`config.mk`:
```
export PLATFORM = sky130hd
export DESIGN_NAME = yuyv_crop_to_rgb_flat
export DESIGN_NICKNAME = d
export VERILOG_FILES = /design/src/hdl/ycr_pkg.sv /design/src/hdl/ycr_if.sv /design/src/hdl/ycr_pos.sv /design/src/hdl/ycr_chroma.sv /design/src/hdl/ycr_lane.sv /design/src/hdl/yuyv_crop_to_rgb.sv /design/src/flat_wrapper.sv
export SDC_FILE = /design/constraint.sdc
export NUM_CORES = 1
export LEC_CHECK = 0
export ABC_AREA = 1
export BUFFER_PORTS_ARGS = -buffer_cell sky130_fd_sc_hd__clkbuf_2
export CAP_MARGIN = 20
export CORE_MARGIN = 10
export CORE_UTILIZATION = 50
export CTS_BUF_LIST = sky130_fd_sc_hd__clkbuf_8 sky130_fd_sc_hd__clkbuf_16
export CTS_CLUSTER_SIZE = 28
export DETAILED_ROUTE_END_ITERATION = 8
export PLACE_DENSITY = 0.72
export SLEW_MARGIN = 30
export SYNTH_ARGS = -nofsm -noshare
export SYNTH_HDL_FRONTEND = slang
export SYNTH_SLANG_ARGS = --single-unit
```
`constraint.sdc`:
```
create_clock -name clk -period 8.25 [get_ports clk]
set_input_delay 0 -clock clk [delete_from_list [all_inputs] [get_ports clk]]
set_output_delay 0 -clock clk [all_outputs]
set_load 0.005 [all_outputs]
```
`src/hdl/ycr_pkg.sv`:
```
package ycr_pkg;

	// Configuration port
	localparam int CFG_INDEX_W = 3;
	localparam int CFG_DATA_W  = 13;

	localparam logic [CFG_INDEX_W-1:0] REG_FRAME_WIDTH   = 3'd0;
	localparam logic [CFG_INDEX_W-1:0] REG_FRAME_HEIGHT  = 3'd1;
	localparam logic [CFG_INDEX_W-1:0] REG_WINDOW_LEFT   = 3'd2;
	localparam logic [CFG_INDEX_W-1:0] REG_WINDOW_TOP    = 3'd3;
	localparam logic [CFG_INDEX_W-1:0] REG_WINDOW_WIDTH  = 3'd4;
	localparam logic [CFG_INDEX_W-1:0] REG_WINDOW_HEIGHT = 3'd5;

	// BT.601 full-range coefficients, 16 fractional bits
	localparam logic signed [17:0] COEF_RV = 18'sd91947;
	localparam logic signed [17:0] COEF_GU = 18'sd22544;
	localparam logic signed [17:0] COEF_GV = 18'sd46793;
	localparam logic signed [17:0] COEF_BU = 18'sd115999;
	localparam logic signed [8:0]  CHROMA_BIAS = 9'sd128;

	typedef logic [7:0] sample_t;

	// Floored chroma contribution to one channel, range about -227..224
	typedef logic signed [9:0] chroma_off_t;

	typedef struct packed {
		logic [12:0] frame_width;
		logic [12:0] frame_height;
		logic [11:0] window_left;
		logic [11:0] window_top;
		logic [12:0] window_width;
		logic [12:0] window_height;
	} cfg_t;

	typedef struct packed {
		logic in_window;
		logic row_end;
		logic window_end;
	} pos_flags_t;

endpackage

```
`src/hdl/ycr_if.sv`:
```
interface ycr_yuyv_if;
	logic             valid;
	logic             ready;
	ycr_pkg::sample_t luma_first;
	ycr_pkg::sample_t chroma_blue;
	ycr_pkg::sample_t luma_second;
	ycr_pkg::sample_t chroma_red;
	logic             frame_start;

	modport source (output valid, luma_first, chroma_blue, luma_second, chroma_red,
		frame_start, input ready);
	modport sink (input valid, luma_first, chroma_blue, luma_second, chroma_red,
		frame_start, output ready);
endinterface

interface ycr_rgb_if;
	logic             valid;
	logic             ready;
	ycr_pkg::sample_t red_first;
	ycr_pkg::sample_t green_first;
	ycr_pkg::sample_t blue_first;
	ycr_pkg::sample_t red_second;
	ycr_pkg::sample_t green_second;
	ycr_pkg::sample_t blue_second;
	logic             row_end;
	logic             window_end;

	modport source (output valid, red_first, green_first, blue_first, red_second,
		green_second, blue_second, row_end, window_end, input ready);
	modport sink (input valid, red_first, green_first, blue_first, red_second,
		green_second, blue_second, row_end, window_end, output ready);
endinterface

interface ycr_cfg_if;
	logic                               valid;
	logic                               ready;
	logic [ycr_pkg::CFG_INDEX_W-1:0]    reg_index;
	logic [ycr_pkg::CFG_DATA_W-1:0]     wr_data;

	modport source (output valid, reg_index, wr_data, input ready);
	modport sink (input valid, reg_index, wr_data, output ready);
endinterface

```
`src/hdl/ycr_pos.sv`:
```
module ycr_pos #(
	parameter int MaxWidth  = 4096,
	parameter int MaxHeight = 4096
) (
	input  logic                clk,
	input  logic                arst_n,
	input  ycr_pkg::cfg_t       cfg,
	input  logic                advance,
	input  logic                frame_start,
	output ycr_pkg::pos_flags_t flags
);

	localparam int MaxWEven = MaxWidth - (MaxWidth % 2);
	localparam int MaxWClip = (MaxWEven < 2) ? 2 : MaxWEven;
	localparam logic [14:0] MaxW = 15'(MaxWClip);
	localparam logic [14:0] MaxH = 15'(MaxHeight);

	logic [12:0] col_q, row_q;
	logic [14:0] fw_raw, fw_sat, fh_raw, fh_sat;
	logic [13:0] fw, fh, left, top, right, bottom, right_raw, bottom_raw;
	logic [13:0] col_e, row_e, col_n, row_n;
	logic        last_in_row;

	always_comb begin
		fw_raw = {2'b00, cfg.frame_width[12:1], 1'b0};
		fw_sat = (fw_raw > MaxW) ? MaxW : fw_raw;
		if (fw_sat < 15'd2) begin
			fw_sat = 15'd2;
		end
		fw = fw_sat[13:0];

		fh_raw = {2'b00, cfg.frame_height};
		fh_sat = (fh_raw > MaxH) ? MaxH : fh_raw;
		if (fh_sat == 15'd0) begin
			fh_sat = 15'd1;
		end
		fh = fh_sat[13:0];

		left       = {2'b00, cfg.window_left[11:1], 1'b0};
		top        = {2'b00, cfg.window_top};
		right_raw  = left + {1'b0, cfg.window_width[12:1], 1'b0};
		right      = (right_raw > fw) ? fw : right_raw;
		bottom_raw = top + {1'b0, cfg.window_height};
		bottom     = (bottom_raw > fh) ? fh : bottom_raw;

		// wrap a stale position left behind by a smaller frame
		if (frame_start) begin
			col_e = '0;
			row_e = '0;
		end else begin
			col_e = {1'b0, col_q};
			row_e = {1'b0, row_q};
			if (col_e >= fw) begin
				col_e = '0;
				row_e = row_e + 14'd1;
			end
			if (row_e >= fh) begin
				row_e = '0;
			end
		end

		last_in_row      = (col_e + 14'd2) >= right;
		flags.in_window  = (col_e >= left) && (col_e < right) &&
			(row_e >= top) && (row_e < bottom);
		flags.row_end    = last_in_row;
		flags.window_end = last_in_row && ((row_e + 14'd1) >= bottom);

		col_n = col_e + 14'd2;
		row_n = row_e;
		if (col_n >= fw) begin
			col_n = '0;
			row_n = row_e + 14'd1;
			if (row_n >= fh) begin
				row_n = '0;
			end
		end
	end

	always_ff @(posedge clk or negedge arst_n) begin
		if (!arst_n) begin
			col_q <= '0;
			row_q <= '0;
		end else if (advance) begin
			col_q <= col_n[12:0];
			row_q <= row_n[12:0];
		end
	end

endmodule

```
`src/hdl/ycr_chroma.sv`:
```
module ycr_chroma (
	input  logic                 clk,
	input  logic                 adv_s1,
	input  logic                 adv_s2,
	input  ycr_pkg::sample_t     chroma_blue,
	input  ycr_pkg::sample_t     chroma_red,
	output ycr_pkg::chroma_off_t r_off_s2,
	output ycr_pkg::chroma_off_t g_off_s2,
	output ycr_pkg::chroma_off_t b_off_s2
);

	logic signed [8:0]  uu, vv;
	logic signed [26:0] rv_s1, gu_s1, gv_s1, bu_s1;
	logic signed [27:0] g_sum;

	assign uu    = $signed({1'b0, chroma_blue}) - ycr_pkg::CHROMA_BIAS;
	assign vv    = $signed({1'b0, chroma_red}) - ycr_pkg::CHROMA_BIAS;
	assign g_sum = 28'(gu_s1) + 28'(gv_s1);

	always_ff @(posedge clk) begin
		if (adv_s1) begin
			rv_s1 <= 27'(vv) * 27'(ycr_pkg::COEF_RV);
			gu_s1 <= 27'(uu) * 27'(ycr_pkg::COEF_GU);
			gv_s1 <= 27'(vv) * 27'(ycr_pkg::COEF_GV);
			bu_s1 <= 27'(uu) * 27'(ycr_pkg::COEF_BU);
		end
	end

	// bits above the fraction give the floor of an arithmetic shift by 16
	always_ff @(posedge clk) begin
		if (adv_s2) begin
			r_off_s2 <= rv_s1[25:16];
			g_off_s2 <= g_sum[25:16];
			b_off_s2 <= bu_s1[25:16];
		end
	end

endmodule

```
`src/hdl/ycr_lane.sv`:
```
module ycr_lane (
	input  logic                 clk,
	input  logic                 adv_s3,
	input  ycr_pkg::sample_t     luma_s2,
	input  ycr_pkg::chroma_off_t r_off_s2,
	input  ycr_pkg::chroma_off_t g_off_s2,
	input  ycr_pkg::chroma_off_t b_off_s2,
	output ycr_pkg::sample_t     red_s3,
	output ycr_pkg::sample_t     green_s3,
	output ycr_pkg::sample_t     blue_s3
);

	logic signed [10:0] y_ext, r_sum, g_sum, b_sum;

	function automatic ycr_pkg::sample_t clamp8(input logic signed [10:0] s);
		ycr_pkg::sample_t c;
		if (s[10]) begin
			c = 8'd0;
		end else if (|s[9:8]) begin
			c = 8'd255;
		end else begin
			c = s[7:0];
		end
		return c;
	endfunction

	assign y_ext = $signed({3'b000, luma_s2});
	assign r_sum = y_ext + 11'(r_off_s2);
	assign g_sum = y_ext - 11'(g_off_s2);
	assign b_sum = y_ext + 11'(b_off_s2);

	always_ff @(posedge clk) begin
		if (adv_s3) begin
			red_s3   <= clamp8(r_sum);
			green_s3 <= clamp8(g_sum);
			blue_s3  <= clamp8(b_sum);
		end
	end

endmodule

```
`src/hdl/yuyv_crop_to_rgb.sv`:
```
// Pipeline: an accepted macropixel beat has its chroma products registered at the accept
// edge, then its chroma sums, then its added and clamped RGB pair in the output register.
// Throughput: one macropixel per cycle unless rgb.ready stalls the output; beats outside
// the crop window give nothing. The three stages, ending in the output register, set this.
// Reset (arst_n low, asynchronous): position to column 0 of row 0, pipeline empty,
// registers back to a 640x480 frame with a full-frame window.
module yuyv_crop_to_rgb #(
	parameter int MAX_WIDTH  = 4096,
	parameter int MAX_HEIGHT = 4096
) (
	input logic          clk,
	input logic          arst_n,
	ycr_cfg_if.sink      cfg,
	ycr_yuyv_if.sink     yuyv,
	ycr_rgb_if.source    rgb
);

	ycr_pkg::cfg_t       cfg_q;
	ycr_pkg::pos_flags_t flags;
	logic                accept;
	logic                adv_s1, adv_s2, adv_s3;
	logic                valid_s1, valid_s2, valid_s3;
	ycr_pkg::sample_t    luma0_s1, luma1_s1, luma0_s2, luma1_s2;
	logic                row_end_s1, row_end_s2, row_end_s3;
	logic                win_end_s1, win_end_s2, win_end_s3;
	ycr_pkg::chroma_off_t r_off_s2, g_off_s2, b_off_s2;

	// Registers take a write every cycle; software must write them only while idle, which the block does not enforce.
	assign cfg.ready = 1'b1;

	always_ff @(posedge clk or negedge arst_n) begin
		if (!arst_n) begin
			cfg_q.frame_width   <= 13'd640;
			cfg_q.frame_height  <= 13'd480;
			cfg_q.window_left   <= 12'd0;
			cfg_q.window_top    <= 12'd0;
			cfg_q.window_width  <= 13'd640;
			cfg_q.window_height <= 13'd480;
		end else if (cfg.valid) begin
			case (cfg.reg_index)
				ycr_pkg::REG_FRAME_WIDTH:   cfg_q.frame_width   <= cfg.wr_data;
				ycr_pkg::REG_FRAME_HEIGHT:  cfg_q.frame_height  <= cfg.wr_data;
				ycr_pkg::REG_WINDOW_LEFT:   cfg_q.window_left   <= cfg.wr_data[11:0];
				ycr_pkg::REG_WINDOW_TOP:    cfg_q.window_top    <= cfg.wr_data[11:0];
				ycr_pkg::REG_WINDOW_WIDTH:  cfg_q.window_width  <= cfg.wr_data;
				ycr_pkg::REG_WINDOW_HEIGHT: cfg_q.window_height <= cfg.wr_data;
				default: begin
					// drop writes to unused indexes
				end
			endcase
		end
	end

	// Pipeline control: a stage advances when it is empty or the stage after it
	// advances. The output register is the last stage, so a waiting result still
	// lets new beats in as long as an earlier stage has room.
	assign adv_s3     = !valid_s3 || rgb.ready;
	assign adv_s2     = !valid_s2 || adv_s3;
	assign adv_s1     = !valid_s1 || adv_s2;
	assign yuyv.ready = adv_s1;
	assign accept     = yuyv.valid && adv_s1;

	// Raster position tracker and window test for the beat now at the input.
	ycr_pos #(
		.MaxWidth  (MAX_WIDTH),
		.MaxHeight (MAX_HEIGHT)
	) u_pos (
		.clk         (clk),
		.arst_n      (arst_n),
		.cfg         (cfg_q),
		.advance     (accept),
		.frame_start (yuyv.frame_start),
		.flags       (flags)
	);

	always_ff @(posedge clk or negedge arst_n) begin
		if (!arst_n) begin
			valid_s1 <= 1'b0;
			valid_s2 <= 1'b0;
			valid_s3 <= 1'b0;
		end else begin
			// Beats outside the window leave no bubble-filling result behind.
			if (adv_s1) begin
				valid_s1 <= accept && flags.in_window;
			end
			if (adv_s2) begin
				valid_s2 <= valid_s1;
			end
			if (adv_s3) begin
				valid_s3 <= valid_s2;
			end
		end
	end

	// Side data that rides along with the chroma pipeline.
	always_ff @(posedge clk) begin
		if (adv_s1) begin
			luma0_s1   <= yuyv.luma_first;
			luma1_s1   <= yuyv.luma_second;
			row_end_s1 <= flags.row_end;
			win_end_s1 <= flags.window_end;
		end
		if (adv_s2) begin
			luma0_s2   <= luma0_s1;
			luma1_s2   <= luma1_s1;
			row_end_s2 <= row_end_s1;
			win_end_s2 <= win_end_s1;
		end
		if (adv_s3) begin
			row_end_s3 <= row_end_s2;
			win_end_s3 <= win_end_s2;
		end
	end

	// Chroma terms are shared by both pixels of the macropixel.
	ycr_chroma u_chroma (
		.clk         (clk),
		.adv_s1      (adv_s1),
		.adv_s2      (adv_s2),
		.chroma_blue (yuyv.chroma_blue),
		.chroma_red  (yuyv.chroma_red),
		.r_off_s2    (r_off_s2),
		.g_off_s2    (g_off_s2),
		.b_off_s2    (b_off_s2)
	);

	// One lane per pixel: add luma, clamp, and hold in the output register.
	ycr_lane u_lane_first (
		.clk      (clk),
		.adv_s3   (adv_s3),
		.luma_s2  (luma0_s2),
		.r_off_s2 (r_off_s2),
		.g_off_s2 (g_off_s2),
		.b_off_s2 (b_off_s2),
		.red_s3   (rgb.red_first),
		.green_s3 (rgb.green_first),
		.blue_s3  (rgb.blue_first)
	);

	ycr_lane u_lane_second (
		.clk      (clk),
		.adv_s3   (adv_s3),
		.luma_s2  (luma1_s2),
		.r_off_s2 (r_off_s2),
		.g_off_s2 (g_off_s2),
		.b_off_s2 (b_off_s2),
		.red_s3   (rgb.red_second),
		.green_s3 (rgb.green_second),
		.blue_s3  (rgb.blue_second)
	);

	// Merge: the two lanes and the row/window marks form one output beat.
	assign rgb.valid      = valid_s3;
	assign rgb.row_end    = row_end_s3;
	assign rgb.window_end = win_end_s3;

endmodule
```
`src/flat_wrapper.sv`:
```
// flat-port wrapper written by rule: the top's interface ports become plain ports
module yuyv_crop_to_rgb_flat 
#(
	parameter int MAX_WIDTH  = 4096,
	parameter int MAX_HEIGHT = 4096
)
  (clk, arst_n, cfg_valid, cfg_reg_index, cfg_wr_data, cfg_ready, yuyv_valid, yuyv_luma_first, yuyv_chroma_blue, yuyv_luma_second, yuyv_chroma_red, yuyv_frame_start, yuyv_ready, rgb_valid, rgb_red_first, rgb_green_first, rgb_blue_first, rgb_red_second, rgb_green_second, rgb_blue_second, rgb_row_end, rgb_window_end, rgb_ready);
  ycr_cfg_if cfg_i ();
  ycr_yuyv_if yuyv_i ();
  ycr_rgb_if rgb_i ();
  input logic clk;
  input logic arst_n;
  input wire logic [$bits(cfg_i.valid)-1:0] cfg_valid;
  input wire logic [$bits(cfg_i.reg_index)-1:0] cfg_reg_index;
  input wire logic [$bits(cfg_i.wr_data)-1:0] cfg_wr_data;
  output wire logic [$bits(cfg_i.ready)-1:0] cfg_ready;
  input wire logic [$bits(yuyv_i.valid)-1:0] yuyv_valid;
  input wire logic [$bits(yuyv_i.luma_first)-1:0] yuyv_luma_first;
  input wire logic [$bits(yuyv_i.chroma_blue)-1:0] yuyv_chroma_blue;
  input wire logic [$bits(yuyv_i.luma_second)-1:0] yuyv_luma_second;
  input wire logic [$bits(yuyv_i.chroma_red)-1:0] yuyv_chroma_red;
  input wire logic [$bits(yuyv_i.frame_start)-1:0] yuyv_frame_start;
  output wire logic [$bits(yuyv_i.ready)-1:0] yuyv_ready;
  output wire logic [$bits(rgb_i.valid)-1:0] rgb_valid;
  output wire logic [$bits(rgb_i.red_first)-1:0] rgb_red_first;
  output wire logic [$bits(rgb_i.green_first)-1:0] rgb_green_first;
  output wire logic [$bits(rgb_i.blue_first)-1:0] rgb_blue_first;
  output wire logic [$bits(rgb_i.red_second)-1:0] rgb_red_second;
  output wire logic [$bits(rgb_i.green_second)-1:0] rgb_green_second;
  output wire logic [$bits(rgb_i.blue_second)-1:0] rgb_blue_second;
  output wire logic [$bits(rgb_i.row_end)-1:0] rgb_row_end;
  output wire logic [$bits(rgb_i.window_end)-1:0] rgb_window_end;
  input wire logic [$bits(rgb_i.ready)-1:0] rgb_ready;
  assign cfg_i.valid = cfg_valid;
  assign cfg_i.reg_index = cfg_reg_index;
  assign cfg_i.wr_data = cfg_wr_data;
  assign cfg_ready = cfg_i.ready;
  assign yuyv_i.valid = yuyv_valid;
  assign yuyv_i.luma_first = yuyv_luma_first;
  assign yuyv_i.chroma_blue = yuyv_chroma_blue;
  assign yuyv_i.luma_second = yuyv_luma_second;
  assign yuyv_i.chroma_red = yuyv_chroma_red;
  assign yuyv_i.frame_start = yuyv_frame_start;
  assign yuyv_ready = yuyv_i.ready;
  assign rgb_valid = rgb_i.valid;
  assign rgb_red_first = rgb_i.red_first;
  assign rgb_green_first = rgb_i.green_first;
  assign rgb_blue_first = rgb_i.blue_first;
  assign rgb_red_second = rgb_i.red_second;
  assign rgb_green_second = rgb_i.green_second;
  assign rgb_blue_second = rgb_i.blue_second;
  assign rgb_row_end = rgb_i.row_end;
  assign rgb_window_end = rgb_i.window_end;
  assign rgb_i.ready = rgb_ready;
  yuyv_crop_to_rgb #(.MAX_WIDTH(MAX_WIDTH), .MAX_HEIGHT(MAX_HEIGHT)) u_core (.clk(clk), .arst_n(arst_n), .cfg(cfg_i), .yuyv(yuyv_i), .rgb(rgb_i));
endmodule
```
### Word level (Yosys, flattened, before mapping)

Index checks and enable logic that the tools add are counted.

* word-level logic and storage cells: 119
* register bits: 320
* input bits: 54
* output and inout bits: 53

* muxes and demuxes: 21
* order comparisons: 15
* $mul: 4
* add/subtract/negate cells: 14
* equal/unequal tests: 5
* reduce and logical (&&, ||, !) cells: 26

Operator list (count)
* two-way mux 13 bit: 9
* two-way mux 14 bit: 6
* multiplier 9 x 18 -> 26 bit (second input constant): 2
* two-way mux 8 bit: 6
* adder 9 x 10 -> 11 bit: 4
* >= comparator 14 bit: 3
* adder 12 x 13 -> 14 bit: 2
* >= comparator 14 x 12 -> 1 bit: 2
* >= comparator 14 x 13 -> 1 bit: 2
* greater-than comparator 14 bit: 2
* < comparator 14 bit: 2
* adder 25 x 26 -> 26 bit: 1
* greater-than comparator 13 bit (second input constant): 2
* multiplier 9 x 17 -> 26 bit (second input constant): 1
* subtractor 9 x 10 -> 11 bit: 2
* multiplier 9 x 12 -> 21 bit (second input constant): 1
* subtractor 8 x 8 -> 9 bit (second input constant): 2
* zero test 15 bit: 1
* adder 13 x 1 -> 14 bit (second input constant): 1
* adder 13 x 2 -> 14 bit (second input constant): 1
* adder 14 x 1 -> 14 bit (second input constant): 1
* >= comparator 13 x 14 -> 1 bit: 1
* < comparator 13 x 2 -> 1 bit (second input constant): 1
* AND reduction 2 bit: 6
* other kinds (8): 24

### Logic depth before layout (Yosys ltp)

Gate-level depths: netlist (run 1).

* depth after elaboration: 14
* mapped depth: 52
* gate-level depth less buffers: 51

### Cells and area by module

From an unflattened synthesis (run 1), not the netlist that was laid out.

* cells, all modules: 3579
* area total of the unflattened synthesis: 29037.8 um^2

Modules (own cells, without submodules)
* ycr_chroma: cells each 1484, seq. area each 2792.7 um^2, area an instance 12831.1 um^2, times used 1
* ycr_pos: cells each 1090, seq. area each 650.6 um^2, area an instance 7357.1 um^2, times used 1
* ycr_lane: cells each 318, seq. area each 720.7 um^2, area an instance 2277.2 um^2, times used 2
* yuyv_crop_to_rgb: cells each 369, seq. area each 3133.0 um^2, area an instance 4295.4 um^2, times used 1

### Worst setup path before layout (run 1)

Ideal clock, no wire load.

* path type: register to register
* start: register u_core.cfg_q[65] (netlist bit)
* end: register u_core.u_pos.row_q[10]
* required time: 8179 ps
* library setup time: 71 ps
* cell stages (with the launch flop): 49
* setup slack: 2079 ps
* data arrival time: 6099 ps
* buffers on the path: 2
* period minus slack after synthesis: 6171 ps
* path through: dfrtp_1 -> or2_2 -> nor4_1 -> nand4_1 -> and2_1 -> inv_1 -> nand2_1 -> nand4_1 -> o31ai_1 -> ha_1 -> inv_1 -> nor2_1 -> o21ai_1 -> nand2_1 -> nand2_2 -> nand2_8 -> buf_6 -> o21ai_1 -> [... 13 more ...] -> ha_1 -> nand2_2 -> nor3_1 -> xor2_1 -> inv_1 -> ha_1 -> a21oi_1 -> nor2_1 -> a211oi_1 -> nor2_1 -> a211oi_1 -> o21ai_0 -> nand2_1 -> nand3_2 -> buf_6 -> nor2_1 -> nor2_1 -> nor2_1

* longest elaborated chain between the ends: 14
* elaborated cells on any way between the ends: 18
* those cells by class: add/sub: 2; order compare: 6; mux: 10

Ends and longest elaborated chain
* start, declared: line yuyv_crop_to_rgb.sv:18 `ycr_pkg::cfg_t cfg_q;`
* greater-than comparator 13 bit: line ycr_pos.sv:26 `fw_sat = (fw_raw > MaxW) ? MaxW : fw_raw;`
* two-way mux 13 bit (*): line ycr_pos.sv:26
* < comparator 13 x 2 -> 1 bit: line ycr_pos.sv:27 `if (fw_sat < 15'd2) begin`
* two-way mux 13 bit (*): line ycr_pos.sv:27
* >= comparator 13 x 14 -> 1 bit: line ycr_pos.sv:53 `if (col_e >= fw) begin`
* two-way mux 14 bit: line ycr_pos.sv:53
* two-way mux 14 bit: line ycr_pos.sv:47 `if (frame_start) begin`
* >= comparator 14 bit: line ycr_pos.sv:57 `if (row_e >= fh) begin`
* two-way mux 14 bit: line ycr_pos.sv:57
* two-way mux 14 bit: line ycr_pos.sv:47
* adder 14 x 1 -> 14 bit: line ycr_pos.sv:72 `row_n = row_e + 14'd1;`
* >= comparator 14 x 13 -> 1 bit: line ycr_pos.sv:73 `if (row_n >= fh) begin`
* two-way mux 13 bit: line ycr_pos.sv:73
* two-way mux 13 bit (*): line ycr_pos.sv:70 `if (col_n >= fw) begin`
* end signal, assigned: line ycr_pos.sv:85 `row_q <= row_n[12:0];`
* end, declared: line ycr_pos.sv:18 `logic [12:0] col_q, row_q;`

Every way passes the cells marked *; elsewhere a longest branch is shown, timed or not. The select of a mux whose other input is x is not followed.
A chain may end at the register's enable or synchronous reset.

### Final worst setup path (run 1)

* start: register u_core.cfg_q[70] (netlist bit)
* end: register u_core.u_pos.row_q[6]

Same word-level chain as after synthesis.

==> results of run 1 <==
## flip-flops by register name, indices dropped and copies added, names as in the netlist, 8 cells and up
register and count:
u_core.cfg_q 73, u_core.luma0_s1 8, u_core.luma0_s2 8, u_core.luma1_s1 8
u_core.luma1_s2 8, u_core.u_chroma.b_off_s2 10, u_core.u_chroma.bu_s1 11, u_core.u_chroma.g_off_s2 10
u_core.u_chroma.gu_s1 20, u_core.u_chroma.gv_s1 22, u_core.u_chroma.r_off_s2 10, u_core.u_chroma.rv_s1 10
u_core.u_lane_first.blue_s3 8, u_core.u_lane_first.green_s3 8, u_core.u_lane_first.red_s3 8, u_core.u_lane_second.blue_s3 8
u_core.u_lane_second.green_s3 8, u_core.u_lane_second.red_s3 8, u_core.u_pos.col_q 13, u_core.u_pos.row_q 13
## synth_stat cells, types with 8 or more instances
library cell  number  area (µm²)
ha_1             499        6240
inv_1            478        1790
nand2_1          454        1700
a21oi_1          229        1150
o21ai_0          186         931
edfxtp_1         179        5380
nor2_1           152         571
fa_1             111        2220
xor2_1           102         893
dfrtp_1           90        2250
nand3_1           85         425
xnor2_1           42         368
nand4_1           27         169
nor3_1            26         130
clkbuf_1          20        75.1
or2_2             14        87.6
a211oi_1          13        97.6
a21o_1            13        97.6
dfstp_2           12         315
inv_2             12        45.0
nor2_2            12        75.1
o21ai_1           12        60.1
nor4_1            11        68.8
o21bai_1          11        82.6
o211ai_1           9        67.6
a21boi_0           8        60.1
o22ai_1            8        50.1
## cells by family after synthesis
| kind of cell | share of synthesized area (%) |
|---|---|
| adder cells (fa/ha/maj) | 32.3 |
| AO/OA/AOI/OAI | 11.1 |
| XOR/XNOR | 4.82 |
| buffers and inverters | 7.60 |
| flip-flops | 30.3 |
| AND/OR/NAND/NOR | 13.7 |
| other | 0.0287 |
## report_power, final
group	leakage, µW	internal [µW]	total, µW	switching [µW]
combinational	0.0111	2070	5440	3370
clock	0.000527	798	1390	589
sequential	0.00319	2130	2400	270
total	0.0148	4990	9230	4230
## critical path: cells and delay by family (launching register included)
| family | cells | cell delay [ns] |
|---|---|---|
| compound gates | 9 | 1.92 |
| xor+xnor | 1 | 0.24 |
| fa+ha+maj | 4 | 1.13 |
| buf+inv | 4 | 0.36 |
| flops | 1 | 0.54 |
| simple gates | 27 | 3.09 |
## routing by layer
layer  share of wire (%)  up-vias
met3                 4.2      107
met1                  45     9881
met5                   0        -
met4                 2.6        0
met2                  48      509
li1                    -    10100
## cell usage in the layout, fill, tap and decap left out, types with 6 or more instances in the layout
cell           count
a211oi_1          13
a21boi_0           8
a21o_1            13
a21oi_1          229
a31oi_1            7
and2_1             7
clkbuf_16         31
clkbuf_2         104
dfrtp_1           90
dfstp_2           12
dlygate4sd3_1     39
edfxtp_1         179
fa_1             111
ha_1             499
inv_1            485
inv_2             12
nand2_1          452
nand2_2            7
nand3_1           85
nand4_1           27
nor2_1           152
nor2_2            12
nor3_1            26
nor4_1            11
o211ai_1           9
o21a_1             6
o21ai_0          186
o21ai_1           12
o21bai_1          11
o22ai_1            8
o31ai_1            7
or2_2             14
xnor2_1           42
xor2_1           102
## cell type report
cell class / instances / area [µm²] / share of cell area [%]
Inverter: 492 / 1850 / 6.40
Multi-Input combinational cell: 2102 / 16300 / 56.3
Tap cell: 680 / 851 / 2.94
Clock inverter: 25 / 218 / 0.753
Sequential cell: 281 / 7940 / 27.5
Timing Repair Buffer: 149 / 972 / 3.36
Clock buffer: 33 / 803 / 2.78
## final timing paths
kind                                         start  slack, ns                       end
worst max-delay path              u_core.cfg_q[70]       0.90     u_core.u_pos.row_q[6]
worst min-delay path            yuyv_chroma_red[0]      0.008  u_core.u_chroma.gv_s1[4]
worst max register to register    u_core.cfg_q[70]       0.90     u_core.u_pos.row_q[6]
worst min register to register  u_core.luma0_s1[7]       0.42        u_core.luma0_s2[7]
max in group asynchronous                   arst_n       7.06          u_core.cfg_q[19]
min in group asynchronous                   arst_n       0.50     u_core.u_pos.row_q[5]
## per-stage QoR
step	hold slack, ns	cells
global route	0.0332	3762
global placement	-0.0362	3664
floorplan	-0.296	2902
finish	0.00803	3762
CTS	0.00269	3762
detailed placement	-0.0107	3664
==> impl_metrics.sql, run 1 <==
INSERT INTO impl_metrics (metric_group, metric, value, unit) VALUES
('yosys', 'synth_seq_area_share', '30.3', '%'),
('placement', 'post-place-ws', '0.950', 'ns'),
('die', 'dieArea', '61900', 'µm²'),
('yosys', 'post_synth_instance_area', '26200', 'µm²'),
('power_and_ir_drop', 'power.ir.vdd_worst', '0.234', 'mV'),
('job', 'cap_violations', '0', ''),
('min_path', 'worst_hold_path_type', 'input port to flip-flop', ''),
('global_routing', 'grt_most_used_layer', 'met2', ''),
('timing', 'setup_repair_after_global_routing_missed_its_margin', 'false', ''),
('yosys', 'synthDistinctLibCells', '56', ''),
('final_layout', 'synthToLayoutAreaGrowth', '10.4', '%'),
('cts', 'tritoncts', 'done', ''),
('cts', 'ctsLongestPathBuffers', '3', ''),
('final_layout', 'finalInstanceArea', '28900', 'µm²'),
('setup_path', 'crit_path_frequent_cell', 'nand2_1', ''),
('timing', 'report.final.slew_viol_count', '0', ''),
('setup_path', 'crit_path_max_incr_delay', '0.58', 'ns'),
('setup_path', 'critical_path_peak_fanout', '27', ''),
('cts', 'cts_root_buf', 'clkbuf_16', ''),
('cts', 'cts_sink_cnt', '281', ''),
('status', 'outcome', 'complete, no violations', ''),
('die', 'fp.coreArea', '51600', 'µm²'),
('timing', 'finClkSkew', '0.0184', 'ns'),
('yosys', 'netlist_instances', '2899', ''),
('timing', 'max_freq', '0.136', 'GHz'),
('global_routing', 'globalRouteTotalUtil', '21.1', '%'),
('timing', 'worst_pin_slew', '0.845', 'ns'),
('cts', 'cts_hold_repair.buffers', '40', ''),
('final_layout', 'layout_cells_sized_above_1', '7.88', '%'),
('timing', 'report.final.setup_viol', '0', ''),
('placement', 'place_congestion', '0.944', ''),
('setup_path', 'critPathCaptureType', 'flip-flop', ''),
('power_and_ir_drop', 'power.density_cell_area', '319', 'nW/µm²'),
('final_layout', 'filler_cell_count', '4486', ''),
('die', 'design.portCount', '107', ''),
('yosys', 'synth_warnings', '0', ''),
('route', 'detail_route.drc_violations', '0', ''),
('cts', 'cts.repair.resized', '0', ''),
('setup_path', 'critPathLaunchType', 'flip-flop', ''),
('die', 'die_height', '249', 'µm'),
('global_routing', 'grtUsageMet3', '1.84', '%'),
('yosys', 'synth.ff_latch_count', '281', ''),
('route', 'vias_per_cell', '5.46', ''),
('setup_path', 'crit_arrival', '7.88', 'ns'),
('route', 'first_pass_iters', '5', ''),
('route', 'avgRoutedWirePerCell', '17.7', 'µm'),
('timing', 'post-route-period-util', '89.1', '%'),
('route', 'initialDrtViolationCount', '1459', ''),
('global_routing', 'vias_in_the_first_global_route', '20700', ''),
('final_layout', 'nets', '3721', ''),
('cts', 'cts_inserted_buffers', '31', ''),
('cts', 'htreeDepth', '1', ''),
('timing', 'finalWorstSetupSlack', '0.899', 'ns'),
('power_and_ir_drop', 'overall_power_consumption', '9230', 'µW'),
('yosys', 'syn-mean-instance-area', '9.03', 'µm²'),
('setup_path', 'r2r_cells', '45', ''),
('route', 'vias', '20600', ''),
('power_and_ir_drop', 'leakagePower', '0.0148', 'µW'),
('global_routing', 'antenna_found_initial', '1', ''),
('yosys', 'synthArstFlopShare', '36.3', '%'),
('global_routing', 'grt_start_max_net_pins', '76', ''),
('cts', 'path_clk_slew', '0.06', 'ns'),
('die', 'die_w', '249', 'µm'),
('route', 'ant_nets', '0', ''),
('placement', 'post-dp-hpwl', '54.3', 'mm'),
('setup_path', 'critPathSlowestCell', 'o31ai_1', ''),
('die', 'row_count', '83', ''),
('timing', 'timing_hold_violations_final', '0', ''),
('die', 'floorplan.initialDensity', '50.7', '%'),
('placement', 'dpl-instance-area', '27500', 'µm²'),
('setup_path', 'criticalPathCategory', 'flip-flop to flip-flop', '');
No activity file was read; power rests on OpenSTA's default activity.
==> run 2: changes to the inputs <==
--- a/config.mk
+++ b/config.mk
@@ -14,6 +14,7 @@
 export CTS_CLUSTER_SIZE = 28
 export DETAILED_ROUTE_END_ITERATION = 8
 export PLACE_DENSITY = 0.72
+export REMOVE_ABC_BUFFERS = 1
 export SLEW_MARGIN = 30
 export SYNTH_ARGS = -nofsm -noshare
 export SYNTH_HDL_FRONTEND = slang
==> impl_metrics.sql, run 2 (synthesis gave the netlist of run 1 again) <==
INSERT INTO impl_metrics (metric_group, metric, value, unit) VALUES
('setup_path', 'crit_path_max_incr_delay', '0.56', 'ns'),
('setup_path', 'crit_arrival', '7.91', 'ns'),
('route', 'wl_met1', '29.8', 'mm'),
('final_layout', 'layout.cells.most_common', 'ha_1', ''),
('placement', 'placement.io_buffers', '105', ''),
('cts', 'cts_root_buf', 'clkbuf_16', ''),
('timing', 'report.final.slew_viol_count', '0', ''),
('timing', 'timing_hold_violations_final', '0', ''),
('die', 'dieArea', '61900', 'µm²'),
('final_layout', 'finalInstanceArea', '28800', 'µm²'),
('setup_path', 'timing.critical_path.max_delay_family', 'simple AND/OR/NAND/NOR gates', ''),
('global_routing', 'grt_first_pass_wirelength', '110', 'mm'),
('job', 'cap_violations', '0', ''),
('final_layout', 'n_antenna_cell', '0', ''),
('cts', 'htreeDepth', '1', ''),
('timing', 'final.setup.tns', '0', 'ns'),
('cts', 'cts_inserted_buffers', '31', ''),
('route', 'vias_per_cell', '5.47', ''),
('timing', 'max_freq', '0.135', 'GHz'),
('power_and_ir_drop', 'power.density_cell_area', '320', 'nW/µm²'),
('setup_path', 'critPathSlowestCell', 'o31ai_1', ''),
('setup_path', 'crit_buf_inv', '4', ''),
('timing', 'relSlewSlack', '42.1', '%'),
('cts', 'path_clk_slew', '0.06', 'ns'),
('cts', 'ctsLongestPathBuffers', '3', ''),
('timing', 'post-route-period-util', '89.7', '%'),
('die', 'row_count', '83', ''),
('timing', 'setup_repair_after_global_routing_missed_its_margin', 'false', ''),
('route', 'initialDrtViolationCount', '1356', ''),
('power_and_ir_drop', 'power.ir.vdd_worst', '0.257', 'mV'),
('global_routing', 'vias_in_the_first_global_route', '20900', ''),
('final_layout', 'max_flop_register', 'u_core.cfg_q', ''),
('die', 'die_height', '249', 'µm'),
('timing', 'report.final.setup_viol', '0', ''),
('route', 'dr.max_layer_used', 'met4', ''),
('route', 'ant_nets', '0', ''),
('die', 'design.portCount', '107', ''),
('final_layout', 'nets', '3722', ''),
('final_layout', 'mostFrequentLayoutCells', 'ha_1, inv_1, nand2_1', ''),
('placement', 'post-dp-hpwl', '55.7', 'mm'),
('power_and_ir_drop', 'leakagePower', '0.0148', 'µW'),
('placement', 'dpl-instance-area', '27500', 'µm²'),
('cts', 'cts.repair.resized', '0', ''),
('status', 'outcome', 'complete, no violations', ''),
('timing', 'worst_pin_slew', '0.867', 'ns'),
('route', 'met2_length', '33.6', 'mm'),
('final_layout', 'largest_reg_flops', '73', ''),
('cts', 'clock_latency', '0.60', 'ns'),
('setup_path', 'critPathCaptureType', 'flip-flop', ''),
('route', 'wl_met3', '3.28', 'mm'),
('global_routing', 'antenna_found_initial', '0', ''),
('route', 'avgRoutedWirePerCell', '18.2', 'µm'),
('final_layout', 'layout_cells_sized_above_1', '7.82', '%'),
('placement', 'place_congestion', '0.977', ''),
('global_routing', 'grt_start_max_net_pins', '81', ''),
('timing', 'finClkSkew', '0.0182', 'ns'),
('min_path', 'worst_hold_path_type', 'input port to flip-flop', ''),
('timing', 'finalWorstPathRequiredPeriod', '7.40', 'ns'),
('setup_path', 'critical_path_peak_fanout', '27', ''),
('setup_path', 'crit_path_frequent_cell', 'nand2_1', ''),
('global_routing', 'globalRouteTotalUtil', '21.6', '%'),
('route', 'postRouteWirelength', '68.5', 'mm'),
('die', 'fp.coreArea', '51600', 'µm²'),
('route', 'first_pass_iters', '8', ''),
('die', 'die_w', '249', 'µm'),
('die', 'floorplan.initialDensity', '50.7', '%'),
('final_layout', 'reg_top3', 'u_core.cfg_q: 73 flops, u_core.u_chroma.gv_s1: 22 flops, u_core.u_chroma.gu_s1: 20 flops', ''),
('cts', 'tritoncts', 'done', ''),
('setup_path', 'worst_ep_required_time', '8.76', 'ns'),
('cts', 'cts_sink_cnt', '281', ''),
('route', 'detail_route.drc_violations', '0', ''),
('setup_path', 'criticalPathCategory', 'flip-flop to flip-flop', ''),
('final_layout', 'synthToLayoutAreaGrowth', '10.2', '%'),
('setup_path', 'critPathLaunchType', 'flip-flop', ''),
('global_routing', 'grt.overflow.total', '0', ''),
('route', 'vias', '20600', '');
## run 2: repair_timing
item | CTS | global route
hold buffers | 41 | 0
setup buffers | 0 | 0
endpoints found under the hold margin | 132 | 0
## run 2: power breakdown
group          switching, µW  leakage [µW]  internal [µW]  total, µW
registers                288       0.00319           2130       2420
clock network            587      0.000488            726       1310
logic                   3420        0.0111           2070       5490
total                   4290        0.0148           4930       9220
## run 2: through the flow
stage	utilization (%)	setup slack [ns]	std cells	power [µW]	hold slack (ns)
floorplan	-	2.08	2875	6210	-0.296
global placement	53.2	1.12	3664	7640	-0.0708
detailed placement	53.2	0.907	3664	7840	-0.0606
CTS	55.9	0.854	3763	9210	0.0238
global route	55.9	0.134	3763	10100	0.0590
finish	55.9	0.849	3763	9220	0.0477
## run 2: area by class of cell
class	count	area, µm²
clock buffers	32	790
well taps	680	851
repair buffers	150	971
clock inverters	26	170
flip-flops and latches	281	7940
inverters	492	1850
fillers	4513	22800
multi-input cells	2102	16300
## run 2: final timing paths
path                                           start  depth (start not counted)                     endpoint  slack (ns)
setup / recovery                    u_core.cfg_q[70]                         45       u_core.u_pos.row_q[10]        0.85
hold / removal                      yuyv_frame_start                          5       u_core.u_pos.col_q[12]        0.05
setup reg to reg                    u_core.cfg_q[70]                         45       u_core.u_pos.row_q[10]        0.85
hold reg to reg            u_core.u_chroma.rv_s1[22]                          0  u_core.u_chroma.r_off_s2[6]        0.42
min in group asynchronous                     arst_n                          3             u_core.cfg_q[56]        0.52
max in group asynchronous                     arst_n                          4        u_core.u_pos.row_q[0]        6.95
## run 2: worst register-to-register path: cells and delay by family (launching register included)
family                     cells  cell delay [ns]
and+or+nand+nor               27             3.01
AOI/OAI and AO/OA              9             1.99
DFF                            1             0.54
xor gates and xnor gates       1             0.28
buffers and inverters          4             0.38
adders and majority gates      4             1.12
## run 2: per-layer routing
layer	track usage, %	up-vias
li1	-	10100
met1	27.5	9890
met2	37.9	512
met3	2.46	112
met4	6.20	0
met5	0	-
